--- config.mk ---
export PLATFORM = sky130hd
export DESIGN_NAME = hsv_to_rgb_converter_unit
export DESIGN_NICKNAME = d
export VERILOG_FILES = /design/src/design/hsvrgb_pkg.sv /design/src/design/hsvrgb_front.sv /design/src/design/hsvrgb_back.sv /design/src/design/hsv_to_rgb_converter_unit.sv
export VERILOG_INCLUDE_DIRS = /design/src /design/src/design
export SDC_FILE = /design/constraint.sdc
export NUM_CORES = 1
export LEC_CHECK = 0
export ABC_AREA = 1
export BUFFER_PORTS_ARGS = -buffer_cell sky130_fd_sc_hd__buf_2
export CAP_MARGIN = 20
export CORE_ASPECT_RATIO = 0.5
export CORE_MARGIN = 5
export CORE_UTILIZATION = 30
export DETAILED_ROUTE_END_ITERATION = 10
export GPL_TIMING_DRIVEN = 0
export PLACE_DENSITY = 0.52
export SYNTH_ARGS = -nofsm -noshare
export SYNTH_HDL_FRONTEND = slang
export SYNTH_HIERARCHICAL = 1
export SYNTH_SLANG_ARGS = --single-unit
export TNS_END_PERCENT = 100
--- constraint.sdc ---
create_clock -name clk_i -period 11.8 [get_ports clk_i]
set_clock_uncertainty 0.1 [all_clocks]
set_input_delay 1.18 -clock clk_i [delete_from_list [all_inputs] [get_ports clk_i]]
set_output_delay 1.18 -clock clk_i [all_outputs]
set_load 0.01 [all_outputs]
--- src/design/hsv_to_rgb_converter_unit_defines.svh ---
// Assertion macros shared by the color converter RTL.
// No dependencies; define NO_ASSERTIONS to compile the checks out.
`ifndef HSV_TO_RGB_CONVERTER_UNIT_DEFINES_SVH
`define HSV_TO_RGB_CONVERTER_UNIT_DEFINES_SVH
`ifndef NO_ASSERTIONS
`define HSVRGB_ASSERT(lbl, clk, rst_n, prop) \
  lbl: assert property (@(posedge clk) disable iff (!rst_n) prop) \
    else $error("hsvrgb assertion failed");
`define HSVRGB_ASSERT_ALWAYS(lbl, clk, prop) \
  lbl: assert property (@(posedge clk) prop) \
    else $error("hsvrgb assertion failed");
`else
`define HSVRGB_ASSERT(lbl, clk, rst_n, prop)
`define HSVRGB_ASSERT_ALWAYS(lbl, clk, prop)
`endif
`endif

--- src/design/hsvrgb_pkg.sv ---
// Constants and types for the HSV to RGB converter pipeline.
// No dependencies.
package hsvrgb_pkg;

  localparam int unsigned HueW = 9;
  localparam int unsigned ChanW = 8;
  localparam int unsigned FracW = 6;
  localparam int unsigned NumStages = 5;

  localparam logic [HueW-1:0] HueFullTurn = 9'd360;
  localparam logic [HueW-1:0] HueSector = 9'd60;
  localparam logic [FracW-1:0] SectorSpan = 6'd60;

  // floor(p / 60) == (p * RecipSixty) >> RecipShift for p <= 255 * 60
  localparam logic [14:0] RecipSixty = 15'd17477;
  localparam int unsigned RecipShift = 20;

  typedef logic [ChanW-1:0] chan_t;
  typedef logic [FracW-1:0] frac_t;
  typedef logic [2:0] sector_t;

  localparam sector_t SecRed = 3'd0;
  localparam sector_t SecYellow = 3'd1;
  localparam sector_t SecGreen = 3'd2;
  localparam sector_t SecCyan = 3'd3;
  localparam sector_t SecBlue = 3'd4;
  localparam sector_t SecMagenta = 3'd5;

  typedef struct packed {
    sector_t sector;
    chan_t chroma;
    frac_t term;
    chan_t val;
  } front_t;

endpackage

--- src/design/hsvrgb_front.sv ---
// Front stages: hue wrap, sector split, V*S product, chroma and X weight.
// Depends on hsvrgb_pkg.
module hsvrgb_front import hsvrgb_pkg::*; (
  input  logic             clk_i,
  input  logic             en_i,
  input  logic [HueW-1:0]  hue_degrees_i,
  input  chan_t            saturation_i,
  input  chan_t            brightness_i,
  output front_t           front_o
);

  logic [HueW-1:0] hue_w;
  logic [HueW-1:0] base;
  sector_t sector_d, sector_q;
  frac_t frac_d, frac_q;
  logic [15:0] prod_d, prod_q;
  chan_t val_q;
  logic [16:0] div_sum;
  logic [HueW-1:0] diff;
  front_t front_d, front_q;

  always_comb begin
    hue_w = (hue_degrees_i >= HueFullTurn) ? hue_degrees_i - HueFullTurn : hue_degrees_i;
    if (hue_w >= 9'd300) begin
      sector_d = SecMagenta;
      base = 9'd300;
    end else if (hue_w >= 9'd240) begin
      sector_d = SecBlue;
      base = 9'd240;
    end else if (hue_w >= 9'd180) begin
      sector_d = SecCyan;
      base = 9'd180;
    end else if (hue_w >= 9'd120) begin
      sector_d = SecGreen;
      base = 9'd120;
    end else if (hue_w >= HueSector) begin
      sector_d = SecYellow;
      base = HueSector;
    end else begin
      sector_d = SecRed;
      base = '0;
    end
    diff = hue_w - base;
    frac_d = diff[FracW-1:0];
    prod_d = 16'(brightness_i) * 16'(saturation_i);
  end

  always_ff @(posedge clk_i) begin
    if (en_i) begin
      sector_q <= sector_d;
      frac_q <= frac_d;
      prod_q <= prod_d;
      val_q <= brightness_i;
    end
  end

  // floor(p / 255) for p < 65535
  always_comb begin
    div_sum = 17'(prod_q) + 17'(prod_q[15:8]) + 17'd1;
    front_d.sector = sector_q;
    front_d.chroma = div_sum[15:8];
    front_d.term = sector_q[0] ? SectorSpan - frac_q : frac_q;
    front_d.val = val_q;
  end

  always_ff @(posedge clk_i) begin
    if (en_i) begin
      front_q <= front_d;
    end
  end

  assign front_o = front_q;

endmodule

--- src/design/hsvrgb_back.sv ---
// Back stages: X product, divide by 60, channel placement plus offset.
// Depends on hsvrgb_pkg.
module hsvrgb_back import hsvrgb_pkg::*; (
  input  logic   clk_i,
  input  logic   en_i,
  input  front_t front_i,
  output chan_t  red_o,
  output chan_t  green_o,
  output chan_t  blue_o
);

  logic [13:0] xprod_q;
  chan_t chroma3_q, offs3_q, chroma4_q, offs4_q, xterm_q;
  sector_t sector3_q, sector4_q;
  logic [28:0] recip_prod;
  chan_t r_pl, g_pl, b_pl;
  chan_t red_d, green_d, blue_d, red_q, green_q, blue_q;
  logic [ChanW:0] r_sum, g_sum, b_sum;

  always_ff @(posedge clk_i) begin
    if (en_i) begin
      xprod_q <= 14'(front_i.chroma) * 14'(front_i.term);
      chroma3_q <= front_i.chroma;
      offs3_q <= front_i.val - front_i.chroma;
      sector3_q <= front_i.sector;
    end
  end

  assign recip_prod = 29'(xprod_q) * 29'(RecipSixty);

  always_ff @(posedge clk_i) begin
    if (en_i) begin
      xterm_q <= recip_prod[RecipShift +: ChanW];
      chroma4_q <= chroma3_q;
      offs4_q <= offs3_q;
      sector4_q <= sector3_q;
    end
  end

  always_comb begin
    case (sector4_q)
      SecRed: begin
        r_pl = chroma4_q; g_pl = xterm_q; b_pl = '0;
      end
      SecYellow: begin
        r_pl = xterm_q; g_pl = chroma4_q; b_pl = '0;
      end
      SecGreen: begin
        r_pl = '0; g_pl = chroma4_q; b_pl = xterm_q;
      end
      SecCyan: begin
        r_pl = '0; g_pl = xterm_q; b_pl = chroma4_q;
      end
      SecBlue: begin
        r_pl = xterm_q; g_pl = '0; b_pl = chroma4_q;
      end
      default: begin
        r_pl = chroma4_q; g_pl = '0; b_pl = xterm_q;
      end
    endcase
    r_sum = {1'b0, r_pl} + {1'b0, offs4_q};
    g_sum = {1'b0, g_pl} + {1'b0, offs4_q};
    b_sum = {1'b0, b_pl} + {1'b0, offs4_q};
    red_d = r_sum[ChanW] ? '1 : r_sum[ChanW-1:0];
    green_d = g_sum[ChanW] ? '1 : g_sum[ChanW-1:0];
    blue_d = b_sum[ChanW] ? '1 : b_sum[ChanW-1:0];
  end

  always_ff @(posedge clk_i) begin
    if (en_i) begin
      red_q <= red_d;
      green_q <= green_d;
      blue_q <= blue_d;
    end
  end

  assign red_o = red_q;
  assign green_o = green_q;
  assign blue_o = blue_q;

endmodule

--- src/design/hsv_to_rgb_converter_unit.sv ---
// HSV to RGB converter, five register stages; depends on hsvrgb_pkg,
// hsvrgb_front, hsvrgb_back and the assertion macro header.
// A transfer passes every register stage in order before output valid rises.
// Throughput: one pixel per cycle; the whole pipe advances as one, so a
// stall at the output holds every stage. Reset clears only the valid bits.
`include "hsv_to_rgb_converter_unit_defines.svh"
module hsv_to_rgb_converter_unit import hsvrgb_pkg::*; (
  input  logic            clk_i,
  input  logic            rst_ni,
  input  logic            in_valid_i,
  output logic            in_ready_o,
  input  logic [HueW-1:0] hue_degrees_i,
  input  chan_t           saturation_i,
  input  chan_t           brightness_i,
  output logic            out_valid_o,
  input  logic            out_ready_i,
  output chan_t           red_o,
  output chan_t           green_o,
  output chan_t           blue_o
);

  logic [NumStages-1:0] vld_d, vld_q;
  logic adv;
  front_t front;

  assign adv = !vld_q[NumStages-1] || out_ready_i;
  assign in_ready_o = adv;
  assign out_valid_o = vld_q[NumStages-1];
  assign vld_d = {vld_q[NumStages-2:0], in_valid_i};

  always_ff @(posedge clk_i or negedge rst_ni) begin
    if (!rst_ni) begin
      vld_q <= '0;
    end else if (adv) begin
      vld_q <= vld_d;
    end
  end

  hsvrgb_front u_front (
    .clk_i         (clk_i),
    .en_i          (adv),
    .hue_degrees_i (hue_degrees_i),
    .saturation_i  (saturation_i),
    .brightness_i  (brightness_i),
    .front_o       (front)
  );

  hsvrgb_back u_back (
    .clk_i   (clk_i),
    .en_i    (adv),
    .front_i (front),
    .red_o   (red_o),
    .green_o (green_o),
    .blue_o  (blue_o)
  );

  `HSVRGB_ASSERT(a_transfer_enters, clk_i, rst_ni, (in_valid_i && in_ready_o) |=> vld_q[0])
  `HSVRGB_ASSERT(a_stall_freezes, clk_i, rst_ni, !in_ready_o |=> $stable(vld_q))
  `HSVRGB_ASSERT(a_latency, clk_i, rst_ni, ($past(in_valid_i && in_ready_o, 5) && $past(out_ready_i, 1) && $past(out_ready_i, 2) && $past(out_ready_i, 3) && $past(out_ready_i, 4)) |-> out_valid_o)
  `HSVRGB_ASSERT_ALWAYS(a_reset_empty, clk_i, !rst_ni |=> !out_valid_o)

endmodule

## Word-level counts from Yosys, hierarchy flattened

Index checks and enable logic that the tools add are counted.

- Add/subtract/negate cells: 9
- Multipliers: 3
- Magnitude comparators: 6
- Equal/unequal tests: 4
- Mux-type cells: 14
- Reductions and logical operators: 10

Operator list:

| operator | number |
|---|---|
| one-hot mux 8 bit (2 select lines) | 3 |
| 2-to-1 mux 6 bit | 6 |
| multiplier 14 x 15 -> 28 bit (second input constant) | 1 |
| adder 8 x 8 -> 9 bit | 3 |
| >= comparator 9 x 8 -> 1 bit (second input constant) | 2 |
| >= comparator 9 bit (second input constant) | 2 |
| adder 16 x 1 -> 16 bit (second input constant) | 1 |
| adder 16 x 8 -> 16 bit | 1 |
| multiplier 8 x 8 -> 16 bit | 1 |
| multiplier 8 x 6 -> 14 bit | 1 |
| OR reduction 2 bit | 7 |
| >= comparator 9 x 6 -> 1 bit (second input constant) | 1 |
| >= comparator 9 x 7 -> 1 bit (second input constant) | 1 |
| 2-to-1 mux 9 bit | 1 |
| subtractor 9 bit (second input constant) | 1 |
| subtractor 8 bit | 1 |
| equality test 3 x 2 -> 1 bit (second input constant) | 2 |
| 2-to-1 mux 3 bit | 2 |
| subtractor 6 bit | 1 |
| subtractor 6 bit (first input constant) | 1 |
| equality test 3 x 1 -> 1 bit (second input constant) | 1 |
| equality test 3 bit (second input constant) | 1 |
| logical NOT 3 bit | 1 |
| 2-to-1 mux 1 bit | 2 |
| 2 further kinds | 2 |

- Register bits: 147
- Bits of input ports: 29
- Output and inout port bits: 26
- Word-level logic and storage cells: 67

## Depth between registers and ports, before layout

Gate-level depths: netlist of the first run.

- Depth after elaboration: 9
- Depth in mapped cells: 23
- Gate-level depth less buffers: 23

## Hierarchy

Netlist of the first run, hierarchy kept.

By module, submodules not included:

| module | instances | cells each | area each (µm²) | sequential area each (µm²) |
|---|---|---|---|---|
| hsvrgb_back | 1 | 993 | 8365.5 | 2522.4 |
| hsvrgb_front | 1 | 526 | 4834.6 | 1741.7 |
| hsv_to_rgb_converter_unit | 1 | 21 | 192.7 | 125.1 |

## Least setup slack after synthesis of the first run

No wires, ideal clock.

- Path kind: in2reg
- Start point: input saturation_i[7]
- End point: register u_front.prod_q[14], data pin
- Setup time: 0.258 ns
- Arrival: 5.045 ns
- Data required time: 11.442 ns
- Slack: 6.398 ns
- Stages on the path: 19
- Path through: clkbuf_1 nand2_1 fa_1 fa_1 inv_1 fa_1 inv_1 fa_1 inv_1 ha_1 a21oi_1 o21ai_0 a21oi_1 nor2_1 o21ai_0 nand2_1 a21o_1 a21oi_1 xnor2_1

- Longest elaborated chain between the ends: 1

RTL lines:

| item | line | source |
|---|---|---|
| from (decl) | hsv_to_rgb_converter_unit.sv:13 | `input chan_t saturation_i,` |
| multiplier 8 x 8 -> 16 bit | hsvrgb_front.sv:45 | `prod_d = 16'(brightness_i) * 16'(saturation_i);` |
| via u_front.prod_d[14] | hsvrgb_front.sv:16 | `logic [15:0] prod_d, prod_q;` |
| to (signal assigned) | hsvrgb_front.sv:52 | `prod_q <= prod_d;` |
| to (decl) | hsvrgb_front.sv:16 |  |

The timed path passes the listed nets, and every way through them passes these cells.
A chain may end at the register's enable or synchronous reset.

## Worst setup path after layout of the first run

- Start point: input brightness_i[0]
- End point: register u_front.prod_q[14], data pin

- Longest elaborated chain between the ends: 1

RTL lines:

| item | line | source |
|---|---|---|
| from (decl) | hsv_to_rgb_converter_unit.sv:14 | `input chan_t brightness_i,` |
| multiplier 8 x 8 -> 16 bit | hsvrgb_front.sv:45 |  |
| via u_front.prod_d[14] | hsvrgb_front.sv:16 |  |

The timed path passes the listed nets, and every way through them passes these cells.

==> results of run 1 <==
==> sequential cells by signal, summed over array words and instances, names as in the netlist, 5 cells and up <==
register / cells
u_front/val_q: 8
u_front/frac_q: 6
u_back/red_o: 8
u_back/chroma4_q: 8
vld_q: 5
u_back/xprod_q: 14
u_back/chroma3_q: 8
u_front/front_o: 25
u_back/offs4_q: 8
u_back/xterm_q: 8
u_back/green_o: 8
u_back/offs3_q: 8
u_back/blue_o: 8
u_front/prod_q: 16
==> cell families after synthesis <==
kind of cell	count (synthesis)
adders and majority gates	271
DFF	147
and+or+nand+nor	576
AOI/OAI and AO/OA	130
buffers and inverters	368
xor gates and xnor gates	48
==> through the flow <==
step	setup WS [ns]	util (%)	cells	cell area [µm²]	hold WS, ns
6_report	6.287	34.25	2207	15020	0.3130
5_1_grt	5.997	34.25	2207	15020	0.3222
4_1_cts	6.279	34.25	2207	15020	0.3137
3_5_place_dp	5.830	32.84	2175	14400	0.3045
3_3_place_gp	5.849	32.75	2174	14360	0.3021
2_1_floorplan	6.398	-	1540	13390	0.3003
==> layer usage <==
layer | part of all wire (%) | routed length, µm
met1 | 49 | 13070
met2 | 48 | 12750
met3 | 1.7 | 443
met4 | 1.1 | 302
met5 | 0 | 0
==> layout make-up <==
| cell class | instances | area, µm² |
|---|---|---|
| buffer | 23 | 86.33 |
| clock buffer | 18 | 429.2 |
| clock inverter | 14 | 187.7 |
| fill | 4503 | 28830 |
| inverter | 345 | 1295 |
| multi-input combinational | 1025 | 7636 |
| sequential | 147 | 4389 |
| tap | 588 | 735.7 |
| timing repair buffer | 47 | 257.7 |
==> how the worst max path moves through the flow <==
stage	startpoint	to	slack [ns]
after floorplan	saturation_i[7]	u_front/prod_q[14]	6.40
after global placement	brightness_i[0]	u_front/prod_q[14]	5.85
after detailed placement	brightness_i[0]	u_front/prod_q[14]	5.83
after CTS	brightness_i[0]	u_front/prod_q[14]	6.28
after global routing	brightness_i[0]	u_front/prod_q[14]	6.00
final	brightness_i[0]	u_front/prod_q[14]	6.29
==> worst reg2reg max path, stage by stage (launching register included) <==
cell	delay [ns]
edfxtp_1	0.50
ha_1	0.37
fa_1	0.54
fa_1	0.45
fa_1	0.44
fa_1	0.46
ha_1	0.34
nand2_1	0.11
nor2_1	0.20
nand2_1	0.08
nand2_1	0.11
nand2_1	0.09
nand3_1	0.09
nand2_1	0.06
==> cells in the mapped netlist <==
master	instances
xnor2_1	17
nor3_1	2
o21ai_2	1
a31o_2	1
inv_1	343
a21boi_1	2
nor2_1	60
a31oi_1	4
nand2_4	3
nor2_2	6
o21ai_0	21
inv_2	2
a21oi_2	2
nand3_2	4
fa_1	85
a21o_1	9
nand3b_1	4
xor2_1	31
nor2_4	1
or2_2	5
o22ai_1	24
nand2_2	9
edfxtp_1	142
nand3b_2	1
ha_1	186
nand4_1	22
nand2_1	399
clkbuf_1	23
o21ai_4	1
o21a_1	2
a21oi_1	58
nand3_1	58
o2111ai_1	1
and2_1	1
o21ai_1	4
dfrtp_1	5
and3_1	1
==> run metrics, run 1 <==
M3 GR Usage 1.542%; number of global-route vias before repair 9599; RSZ-0062 raised after global routing no; Hold Path Class register to register; GRT Total Usage 11.15%; post-synth top area cell edfxtp_1; Top delay family on crit path adder cells; Routability Congestion 0.8097; GRT busiest layer met2; Net Count, Synth 1840; post-cts sizing count 0; Worst Hold End u_back/offs4_q[5]; Adder-Cell Fraction of Synth Area 30.08%; drt first pass iters 5; CORE AREA 43850 µm²; Clock Latency Late Sink 0.42 ns; status completed; area grow syn2layout 12.13%; crit path DAT 5.58 ns; most common cell after layout, fill and taps aside nand2_1; CTS Hold Bufs 0; cell area after synthesis 13390 µm²; nets 1906; hold depth 0; Max-slew headroom 61.63%; Syn Area/Cell 8.697 µm²; CP endpoint kind register; number of buffers added on ports 46; critical path's largest stage delay 0.54 ns; endpoints failing hold 0; # H-tree levels 4; fmax 181.4 MHz; R2R Path Start u_back/xprod_q[11]; grt ovf 0; DR vias/cell 4.353; kind of critical path input pin to register; CTS tree done; row cnt 54; initial antenna violation count 0; largest family of logic cells by synthesized area adder cells; number of routed nets with antenna violations 0; Worst R2R Setup Slack 7.61 ns; DR vias 9607; Top Ports 55; Synth top area share 31.84%; Buf+Inv Stages, Crit Path 5; Critical Path RT 11.87 ns; setup TNS 0 ns; cts bufs inserted 17; Final min period 5.513 ns; Synth Area in Simple Gates 18.11%; Critical Path Stages 20; commonest non-fill, non-tap cells in the layout 399 x nand2_1, 343 x inv_1, 186 x ha_1; Critical R2R Capture u_back/xterm_q[2]; Yosys reg bits 147; Synth cell types 37; period utilization 46.72%; sequential fraction of the synthesis area 32.77%; WL final 26570 µm; crit start category input pin; post-synthesis mux area share 0%; Antenna diodes 0; Warnings, synthesis 6; clock sinks 147; Die Footprint 49230 µm²; GRT met1 Usage 15.03%; Final setup viols 0; crit path max fanout 8; Area contributors post-synth edfxtp_1 32%, ha_1 17%, fa_1 13%; compound-gate portion of the synthesized area 5.587%; die width 308.8 µm; Post-Synth XOR/XNOR Area 3.139%; layout cells sized above 1 6.856%; 1st-iter DRT viols 496; largest net degree at the start of global routing 124; Clock Path Buffers 2; Maximum Capacitance Violations 0; cell chosen for the clock root clkbuf_16; starting density of the core 30.54%; hpwl dp 21510 µm; Setup Fix Bufs, Post-CTS 0; Reg clk slew, reported paths 0.06 ns; DRC viols 0; M2 GR Usage 19.02%; routed len/inst 12.04 µm; Worst Reg-to-Reg Cells 13; slowest CP cell fa_1; Post-Syn Instances 1540; Hold Crit Start u_back/offs3_q[5]; fin. max-slew vios 0; Critical Path Most Common Cell fa_1; slew at the pin closest to its max-slew limit 0.5755 ns; CP cell instances buf_2, clkbuf_1, nand2_1, fa_1, fa_1, inv_1, fa_1, inv_1, fa_1, inv_1, ha_1, a21oi_1, o21ai_0, a21oi_1, nor2_1, o21ai_0, nand2_1, a21o_1, a21oi_1, xnor2_1; first-pass GRT wire length 45550 µm; die height 159.4 µm
Power of run 1 is not shown: default switching activity piles up to over one toggle a cycle in this logic, so the estimate is an artifact.
==> run 2: changes to the inputs <==
--- a/config.mk
+++ b/config.mk
@@ -14,7 +14,7 @@
 export CORE_UTILIZATION = 30
 export DETAILED_ROUTE_END_ITERATION = 10
 export GPL_TIMING_DRIVEN = 0
-export PLACE_DENSITY = 0.52
+export PLACE_DENSITY = 0.53
 export SYNTH_ARGS = -nofsm -noshare
 export SYNTH_HDL_FRONTEND = slang
 export SYNTH_HIERARCHICAL = 1
==> constraint.sdc (replaced) <==
create_clock -name clk_i -period 4.5 [get_ports clk_i]
set_clock_uncertainty 0.1 [all_clocks]
set_input_delay 0.45 -clock clk_i [delete_from_list [all_inputs] [get_ports clk_i]]
set_output_delay 0.45 -clock clk_i [all_outputs]
set_load 0.01 [all_outputs]
==> run 2 against run 1 <==
- die area stayed put
- setup slack got worse by 6.1 ns
- worst hold slack lost 0.20 ns
- utilization increased by 0.12 points
- sequential share of layout area fell by 0.10 points
- non-clock buffer count down 4
- routed wire length grew 0.24%
- critical path depth stayed put
- count of clock-buffer cells in the layout down 1
- register-to-register slack worse by 7.3 ns
- critical endpoint unchanged
- highest routed layer unchanged
==> run metrics, run 2 (synthesized netlist as in run 1, its figures left out) <==
clock sinks 147 (unchanged); Clock Latency Late Sink 0.42 ns (about the same); Clock Path Buffers 2 (unchanged); slew at the pin closest to its max-slew limit 0.5899 ns (was 0.5755 ns); largest net degree at the start of global routing 124 (unchanged); layout cells sized above 1 7.926% (was 6.856%); Hold Path Class input pin to register (was register to register); grt ovf 0 (unchanged); Top Ports 55 (unchanged); Hold Crit Start hue_degrees_i[1] (was u_back/offs3_q[5]); Maximum Capacitance Violations 0 (unchanged); fin. max-slew vios 0 (unchanged); Antenna diodes 0 (unchanged); row cnt 54 (unchanged); FF+latch area 4389 µm² (unchanged); cell chosen for the clock root clkbuf_16 (unchanged); 1st-iter DRT viols 508 (was 496); initial antenna violation count 0 (unchanged); starting density of the core 30.54% (unchanged); RSZ-0062 raised after global routing yes (was no); R2R Path Start u_back/xprod_q[11] (unchanged); CP cell instances buf_2, clkbuf_8, nand2_1, inv_1, fa_1, fa_1, fa_1, inv_1, fa_1, inv_1, ha_1, nand2_1, o21ai_0, a21oi_2, nor2_1, o21ai_1, nand2_1, a21o_1, a21oi_2, xnor2_1 (was buf_2, clkbuf_1, nand2_1, fa_1, fa_1, inv_1, fa_1, inv_1, fa_1, inv_1, ha_1, a21oi_1, o21ai_0, a21oi_1, nor2_1, o21ai_0, nand2_1, a21o_1, a21oi_1, xnor2_1); WL final 26640 µm (was 26570 µm); commonest non-fill, non-tap cells in the layout 399 x nand2_1, 343 x inv_1, 184 x ha_1 (was 399 x nand2_1, 343 x inv_1, 186 x ha_1); endpoints failing hold 0 (unchanged); Max-slew headroom 60.41% (was 61.63%); Critical Path RT 4.56 ns (was 11.87 ns); nets 1902 (was 1906); number of routed nets with antenna violations 0 (unchanged); Final min period 4.267 ns; DR vias 9605 (was 9607); die height 159.4 µm (unchanged); worst setup path startpoint brightness_i[1] (was brightness_i[0]); Multi-input gate area 7671 µm² (was 7636 µm²); routed len/inst 12.09 µm (was 12.04 µm); CP endpoint kind register (unchanged); fillers 4467 (was 4503); design area 15070 µm² (was 15020 µm²); GRT Total Usage 11.11% (was 11.15%); drt first pass iters 6 (was 5); critical path's largest stage delay 0.55 ns (was 0.54 ns); area grow syn2layout 12.52% (was 12.13%); Final setup viols 0 (unchanged); slowest CP cell fa_1 (unchanged); Reg clk slew, reported paths 0.07 ns (was 0.06 ns); Placed Area 14470 µm² (was 14400 µm²); DR vias/cell 4.360 (was 4.353); most common cell after layout, fill and taps aside nand2_1 (unchanged); first-pass GRT wire length 45820 µm (was 45550 µm); crit start category input pin (unchanged); number of buffers added on ports 46 (unchanged); max FFs per register 25 (unchanged); crit path DAT 4.33 ns (was 5.58 ns); Critical Path Most Common Cell fa_1 (unchanged); fmax 234.4 MHz; Die Footprint 49230 µm² (unchanged); die width 308.8 µm (unchanged); DRC viols 0 (unchanged); status completed (unchanged); Hold Slack 0.1169 ns (was 0.3130 ns); setup TNS 0 ns (unchanged); crit path max fanout 8 (unchanged); CORE AREA 43850 µm² (unchanged); Routability Congestion 0.8395 (was 0.8097); CTS tree done (unchanged); # H-tree levels 4 (unchanged); period utilization 94.82%; cts bufs inserted 17 (unchanged); number of global-route vias before repair 9632 (was 9599); hpwl dp 21490 µm (was 21510 µm); kind of critical path input pin to register (unchanged)
-- run 2: final timing paths --
path | end | slack (ns) | cells past startpoint
min in group asynchronous | vld_q[4] | 0.28 | 2
worst min-delay path | u_front/frac_q[1] | 0.12 | 1
worst max-delay path | u_front/prod_q[14] | 0.23 | 20
worst min register to register | u_front/front_o[2] | 0.32 | 0
max in group asynchronous | vld_q[0] | 3.89 | 2
worst max register to register | u_back/xterm_q[1] | 0.30 | 13
-- run 2: final cells by class --
class | count | share of cell area, %
well taps | 588 | 4.882
clock inverters | 15 | 1.104
clock buffers | 17 | 2.823
repair buffers | 49 | 1.843
flip-flops and latches | 147 | 29.13
plain buffers | 17 | 0.7223
multi-input cells | 1025 | 50.90
inverters | 345 | 8.593
-- run 2: metal layers --
layer / routed length (µm) / track usage [%] / up-vias
li1: - / - / 5019
met1: 12950 / 14.88 / 4470
met2: 12880 / 19.17 / 93
met3: 526 / 1.529 / 23
met4: 278 / 2.524 / 0
met5: 0 / 0 / -
-- run 2: worst max-delay path: cells and delay by family --
family	cells	cell delay [ns]
buf+inv	5	0.40
compound gates	5	0.66
xor+xnor	1	0.08
simple gates	4	0.31
fa+ha+maj	5	2.42
-- run 2: repair_timing --
item	in CTS	in global routing
setup endpoints to repair	1	3
hold buffers	1	0
pin swaps	0	2
endpoints found under the hold margin	5	0
resized for setup	0	5
buffers inserted	0	1
-- run 2: through the flow --
| step | util, % | std cells | setup slack, ns |
|---|---|---|---|
| 6_report | 34.37 | 2203 | 0.2329 |
| 5_1_grt | 34.37 | 2203 | -0.004022 |
| 4_1_cts | 34.33 | 2205 | 0.08019 |
| 3_5_place_dp | 32.99 | 2175 | -0.5363 |
| 3_3_place_gp | 32.89 | 2174 | -0.5522 |
| 2_1_floorplan | - | 1540 | 0.01500 |
Power of run 2 is left out for the same reason.
